## config.mk

```make
export PLATFORM = sky130hd
export DESIGN_NAME = iib_fsm
export DESIGN_NICKNAME = d
export VERILOG_FILES = /design/src/inverted_index_builder_top_defines.svh /design/src/iib_pkg.sv /design/src/iib_fsm.sv
export SDC_FILE = /design/constraint.sdc
export NUM_CORES = 1
export LEC_CHECK = 0
export BUFFER_PORTS_ARGS = -buffer_cell sky130_fd_sc_hd__buf_2
export CAP_MARGIN = 20
export CORE_AREA = 2 2 39 41
export CTS_BUF_LIST = sky130_fd_sc_hd__clkbuf_8 sky130_fd_sc_hd__clkbuf_16
export CTS_CLUSTER_DIAMETER = 40
export DETAILED_ROUTE_END_ITERATION = 6
export DIE_AREA = 0 0 41 43
export PLACE_DENSITY_LB_ADDON = 0.08
export REMOVE_ABC_BUFFERS = 1
export SYNTH_ARGS = -nofsm -noshare
export SYNTH_HDL_FRONTEND = slang
export SYNTH_SLANG_ARGS = --single-unit
```

## constraint.sdc

```tcl
create_clock -name clk_i -period 6 [get_ports clk_i]
set_clock_uncertainty 0.1 [all_clocks]
set_input_delay 1.8 -clock clk_i [delete_from_list [all_inputs] [get_ports clk_i]]
set_output_delay 1.8 -clock clk_i [all_outputs]
set_load 0.01 [all_outputs]
```

## src/inverted_index_builder_top_defines.svh

```systemverilog
// assertion macros for the inverted index builder
// used by the top level only; expects clk_i and rst_ni in scope
`ifndef INVERTED_INDEX_BUILDER_TOP_DEFINES_SVH
`define INVERTED_INDEX_BUILDER_TOP_DEFINES_SVH

// same-cycle implication, checked out of reset
`define IIB_ASSERT_IMP(lbl, ante, cons) \
  lbl: assert property (@(posedge clk_i) disable iff (!rst_ni) (ante) |-> (cons)) \
    else $error("iib: same-cycle check failed");

// next-cycle implication, checked out of reset
`define IIB_ASSERT_NXT(lbl, ante, cons) \
  lbl: assert property (@(posedge clk_i) disable iff (!rst_ni) (ante) |=> (cons)) \
    else $error("iib: next-cycle check failed");

`endif

```

## src/iib_pkg.sv

```systemverilog
// shared types and constants of the inverted index builder
// no dependencies; used by every module of the block but iib_ram
`default_nettype none

package iib_pkg;

  // fixed field widths of the transaction payloads
  localparam int CidW = 11;
  localparam int QidW = 16;

  // result status codes
  typedef enum logic [2:0] {
    STS_INSERTED = 3'd0,
    STS_ENTRY    = 3'd1,
    STS_FULL     = 3'd2,
    STS_EMPTY    = 3'd3,
    STS_BUSY     = 3'd4
  } status_e;

  // sequencer states
  typedef enum logic [3:0] {
    S_CLR,
    S_IDLE,
    S_RED,
    S_INS_RD,
    S_INS_WR,
    S_SCAN_ADV,
    S_SCAN_RD,
    S_SCAN_CHK,
    S_FETCH_RD,
    S_FETCH_USE,
    S_RESP
  } state_e;

  // datapath operation for the current cycle
  typedef enum logic [3:0] {
    OP_NONE,
    OP_CLEAR,
    OP_REFUSE,
    OP_RD_START,
    OP_REDUCE,
    OP_INS_RD,
    OP_INS_WR,
    OP_SCAN_ADV,
    OP_SCAN_RD,
    OP_SCAN_NEXT,
    OP_SCAN_HIT,
    OP_FETCH_RD,
    OP_FETCH_USE
  } dp_op_e;

  // function of the shared step unit
  typedef enum logic [1:0] {
    STEP_INC,
    STEP_DEC,
    STEP_SUB_N
  } step_e;

  // sequencer to datapath
  typedef struct packed {
    logic    in_ready;
    logic    capture;
    dp_op_e  op;
    status_e code;
    logic    out_load;
  } ctrl_t;

  // datapath to sequencer
  typedef struct packed {
    logic in_cid_big;
    logic cid_big;
    logic reading;
    logic full;
    logic empty;
    logic seek_pend;
    logic used_hit;
    logic clr_done;
  } stat_t;

  // one result transaction
  typedef struct packed {
    status_e         status;
    logic [CidW-1:0] cluster;
    logic [QidW-1:0] query;
    logic            first;
    logic            last;
  } res_t;

endpackage

`default_nettype wire

```

## src/iib_fsm.sv

```systemverilog
// sequencer of the inverted index builder
// depends on iib_pkg; drives the datapath through ctrl_t
`default_nettype none

module iib_fsm (
  input  wire logic           clk_i,
  input  wire logic           rst_ni,
  input  wire logic           in_valid_i,
  input  wire logic           func_i,
  input  wire logic           out_free_i,
  input  wire iib_pkg::stat_t stat_i,
  output      iib_pkg::ctrl_t ctrl_o
);

  iib_pkg::state_e state_q, state_d;
  logic            accept;

  assign accept = in_valid_i && (state_q == iib_pkg::S_IDLE);

  // state register, clearing pass first after reset
  always_ff @(posedge clk_i or negedge rst_ni) begin
    if (!rst_ni) begin
      state_q <= iib_pkg::S_CLR;
    end else begin
      state_q <= state_d;
    end
  end

  // next state
  always_comb begin
    state_d = state_q;
    unique case (state_q)
      iib_pkg::S_CLR: begin
        if (stat_i.clr_done) state_d = iib_pkg::S_IDLE;
      end
      iib_pkg::S_IDLE: begin
        if (accept) begin
          priority if (func_i && !stat_i.reading) begin
            state_d = stat_i.empty ? iib_pkg::S_RESP : iib_pkg::S_SCAN_RD;
          end else if (func_i) begin
            state_d = stat_i.seek_pend ? iib_pkg::S_SCAN_ADV : iib_pkg::S_FETCH_RD;
          end else if (stat_i.reading || stat_i.full) begin
            state_d = iib_pkg::S_RESP;
          end else begin
            state_d = stat_i.in_cid_big ? iib_pkg::S_RED : iib_pkg::S_INS_RD;
          end
        end
      end
      iib_pkg::S_RED: begin
        if (!stat_i.cid_big) state_d = iib_pkg::S_INS_RD;
      end
      iib_pkg::S_INS_RD:    state_d = iib_pkg::S_INS_WR;
      iib_pkg::S_INS_WR:    state_d = iib_pkg::S_RESP;
      iib_pkg::S_SCAN_ADV:  state_d = iib_pkg::S_SCAN_RD;
      iib_pkg::S_SCAN_RD:   state_d = iib_pkg::S_SCAN_CHK;
      iib_pkg::S_SCAN_CHK: begin
        state_d = stat_i.used_hit ? iib_pkg::S_FETCH_RD : iib_pkg::S_SCAN_RD;
      end
      iib_pkg::S_FETCH_RD:  state_d = iib_pkg::S_FETCH_USE;
      iib_pkg::S_FETCH_USE: state_d = iib_pkg::S_RESP;
      iib_pkg::S_RESP: begin
        if (out_free_i) state_d = iib_pkg::S_IDLE;
      end
      default:              state_d = iib_pkg::S_CLR;
    endcase
  end

  // outputs
  always_comb begin
    ctrl_o          = '0;
    ctrl_o.op       = iib_pkg::OP_NONE;
    ctrl_o.code     = iib_pkg::STS_INSERTED;
    unique case (state_q)
      iib_pkg::S_CLR: ctrl_o.op = iib_pkg::OP_CLEAR;
      iib_pkg::S_IDLE: begin
        ctrl_o.in_ready = 1'b1;
        ctrl_o.capture  = accept;
        if (accept) begin
          priority if (func_i && !stat_i.reading) begin
            if (stat_i.empty) begin
              ctrl_o.op   = iib_pkg::OP_REFUSE;
              ctrl_o.code = iib_pkg::STS_EMPTY;
            end else begin
              ctrl_o.op   = iib_pkg::OP_RD_START;
            end
          end else if (func_i) begin
            ctrl_o.op   = iib_pkg::OP_NONE;
          end else if (stat_i.reading) begin
            ctrl_o.op   = iib_pkg::OP_REFUSE;
            ctrl_o.code = iib_pkg::STS_BUSY;
          end else if (stat_i.full) begin
            ctrl_o.op   = iib_pkg::OP_REFUSE;
            ctrl_o.code = iib_pkg::STS_FULL;
          end else begin
            ctrl_o.op   = iib_pkg::OP_NONE;
          end
        end
      end
      iib_pkg::S_RED: begin
        ctrl_o.op = stat_i.cid_big ? iib_pkg::OP_REDUCE : iib_pkg::OP_NONE;
      end
      iib_pkg::S_INS_RD:    ctrl_o.op = iib_pkg::OP_INS_RD;
      iib_pkg::S_INS_WR:    ctrl_o.op = iib_pkg::OP_INS_WR;
      iib_pkg::S_SCAN_ADV:  ctrl_o.op = iib_pkg::OP_SCAN_ADV;
      iib_pkg::S_SCAN_RD:   ctrl_o.op = iib_pkg::OP_SCAN_RD;
      iib_pkg::S_SCAN_CHK: begin
        ctrl_o.op = stat_i.used_hit ? iib_pkg::OP_SCAN_HIT : iib_pkg::OP_SCAN_NEXT;
      end
      iib_pkg::S_FETCH_RD:  ctrl_o.op = iib_pkg::OP_FETCH_RD;
      iib_pkg::S_FETCH_USE: ctrl_o.op = iib_pkg::OP_FETCH_USE;
      iib_pkg::S_RESP:      ctrl_o.out_load = out_free_i;
      default:              ctrl_o.op = iib_pkg::OP_NONE;
    endcase
  end

endmodule

`default_nettype wire

```

==> summary.txt <==
STA
  • Post-route clock period utilization: 77.4%
  • TNS Setup: 0 ns
  • Final hold slack: 0.777 ns
  • Final setup fails: 0
  • Min Clock Period, post-route: 4.65 ns
  • Worst slew pin tran: 0.603 ns
  • Slew Limit Headroom: 59.8%
  • Endpoints failing hold: 0
  • RSZ-0062 raised after global routing: no
  • Pins Over Slew Limit: 0
  • Fmax: 215 MHz

Drt
  • Vias: 665
  • Drt wl/cell: 13.3 um
  • Post-route ant nets: 0
  • Final WL: roughly 1500 um
  • # DRC: 0
  • TritonRoute pass-1 iters: 4
  • DR iter-0 viols: 20
  • Vias per cell: 5.94

Power and ir drop
  • Switch Pwr: 0.164 mW
  • Clock network power share: between 10% and 20%
  • Int Pwr: approximately 0.18 mW
  • Leakage: ~0.32 nW
  • Power density over the cells: roughly 490 mW/mm^2
  • Sw Share: 48.4%
  • Peak supply drop: 192 uV
  • Combinational share of power: a little under three fifths
  • Sequential power share: approximately a quarter

Critical path
  • Reg2reg start: state_q[1]$_DFFE_PN0P_
  • CP Launch Type: primary input
  • Crit path launch: in_valid_i
  • Crit-path max FO: 5
  • Worst Path Class, Setup: in -> out
  • CP delay by family, top: simple AND/OR/NAND/NOR gates
  • Max incr delay on CP: 0.48 ns
  • Slowest stage cell, crit path: or4b_1
  • WP buf/inv: 2
  • Top cell by count, worst path: buf_2
  • Req. time, crit path: 4.10 ns
  • CP endpoint kind: output pin
  • Worst Path Arrival: 2.75 ns
  • CP cell instances: buf_2, nand2_2, or4b_1, o311ai_1, buf_2

CTS
  • Skew-Pair Late Insertion Delay: 0.22 ns
  • H-Tree Depth: 1
  • Root Buffer: clkbuf_8
  • CTS Buffer Depth: 2
  • Hold buffer count at cts: 0
  • Gates resized, CTS repair: 0
  • Clk pin slew, worst setup/hold paths: 0.03 ns
  • CTS tree: done
  • Post-CTS setup buffer count: 0
  • TritonCTS Buffers: 3
  • CTS Sinks: 4

Global routing
  • Vias in the first global route: between 500 and 600
  • Global-route wire length before repair: roughly 2400 um
  • Gr ovfl total: 0
  • Initial antenna violation count: 0
  • GRT Total Usage: 19.5%
  • Largest net degree at the start of global routing: 19

Yosys
  • Count of cell types in the netlist: 39
  • Cell area after synthesis: 557 um^2
  • Post-synth ARST share: 100%
  • Adder-cell share of the synthesized area: 0%
  • Post-synthesis compound-gate area fraction: 31.9%
  • Post-synthesis sequential area ratio: 18.0%
  • Syn_area_per_cell: 7.14 um^2
  • Dominant synthesized flop cell: dfrtp_1
  • Post-synthesis register bit count: 4
  • Synth top area share: 18.0%
  • Largest family of logic cells by synthesized area: simple AND/OR/NAND/NOR gates
  • Mux contribution to synthesized area: 1.80%
  • Synth Area in Simple Gates: 36.9%
  • Synth Instances: 78
  • Synth warn: 0
  • Area contributors post-synth: dfrtp_1, a21oi_1, nor2_1
  • EDFF count, synth: 0
  • Synth Area in XOR/XNOR: 1.57%
  • Top cell type by total area after synthesis: dfrtp_1
  • Post-synth top cells: a21oi_1, nor2_1, inv_1

Placement
  • Port bufs: 22
  • Final GP Congestion: 0.744
  • Post-DP HPWL: 1060 um

Final layout
  • Area delta synth->final: 24.3%
  • Largest register by flop count: state_q
  • Final core occ: 50.0%
  • Largest registers: state_q: 4 flops
  • ANT cells: 0
  • Share of cells above drive strength 1: 29.2%
  • Largest register FFs: 4
  • Final Net Count: 111

Die
  • Die Span X: approximately 41 um
  • Initial Util: roughly two fifths
  • I/O Pins: 23
  • Die height: 43 um
  • Rows: 14
  • Core area: 0.00138 mm^2
  • Die area: 0.00176 mm^2

Status
  • Status: finished, final reports clean

Run
  • Max-cap violations: 0

Worst hold path
  • Tightest Hold Check Type: reg -> reg
  • Min-delay src: state_q[0]$_DFFE_PN0P_
[per-stage QoR]
step	area (um^2)	setup slack [ns]	std cells	power [mW]
global placement	651	1.37	109	0.280
detailed placement	651	1.35	109	0.278
floorplan	520	1.66	71	0.213
global route	692	1.31	112	0.367
CTS	692	1.35	112	0.337
finish	692	1.35	112	0.339
[power groups by stage]
stage	clock, mW	combinational [mW]	sequential, mW
floorplan	0	0.140	0.0733
global placement	0	0.192	0.0879
detailed placement	0	0.191	0.0867
CTS	0.0587	0.192	0.0862
global route	0.0614	0.214	0.0921
finish	0.0582	0.194	0.0873
[area by class of cell]
class	count	area (um^2)
tap	16	20.0
fill	154	692
multi-input combinational	62	402
sequential	4	100
timing repair buffer	22	110
inverter	5	18.8
clock buffer	3	41.3
[per-layer routing]
metal	part of all wire (%)	wire length, um	vias to the layer above	global-route usage [%]
met5	0	0	-	0
met2	48	715	26	27.2
li1	-	-	327	-
met4	2.2	33	0	12.0
met3	4.6	68	5	1.57
met1	45	674	307	27.6
[cell usage in the layout (no fill, tap or decap), types with 3 or more instances in the layout]
master	n
a21oi_1	7
buf_2	22
clkbuf_8	3
dfrtp_1	4
inv_1	5
nand2_1	4
nand2b_1	3
nor2_1	7
o21ai_0	4
[worst paths after layout]
path                                               end  slack [ns]  cells past startpoint
worst max-delay path                         ctrl_o[4]        1.35                      5
worst min-delay path            state_q[0]$_DFFE_PN0P_        0.78                      3
worst max register to register  state_q[0]$_DFFE_PN0P_        3.97                      4
worst min register to register  state_q[0]$_DFFE_PN0P_        0.78                      3
max in group asynchronous       state_q[2]$_DFFE_PN0P_        4.39                      1
min in group asynchronous       state_q[1]$_DFFE_PN0P_        1.28                      1
[worst reg2reg max path, cell delays in order (launching register included)]
cell and delay (ns):
dfrtp_1 0.72, inv_1 0.20, a21o_1 0.19, a221oi_1 0.50
o21ai_0 0.17
[kinds of logic (layout without fill, tap and decap cells)]
family,count (synthesis),after routing
buffers and inverters,12,30
flip-flops,4,4
XOR/XNOR,1,1
AND/OR/NAND/NOR,33,33
multiplexers,1,1
AO/OA/AOI/OAI,27,27
Note: power is estimated with default switching activity, not from simulation.
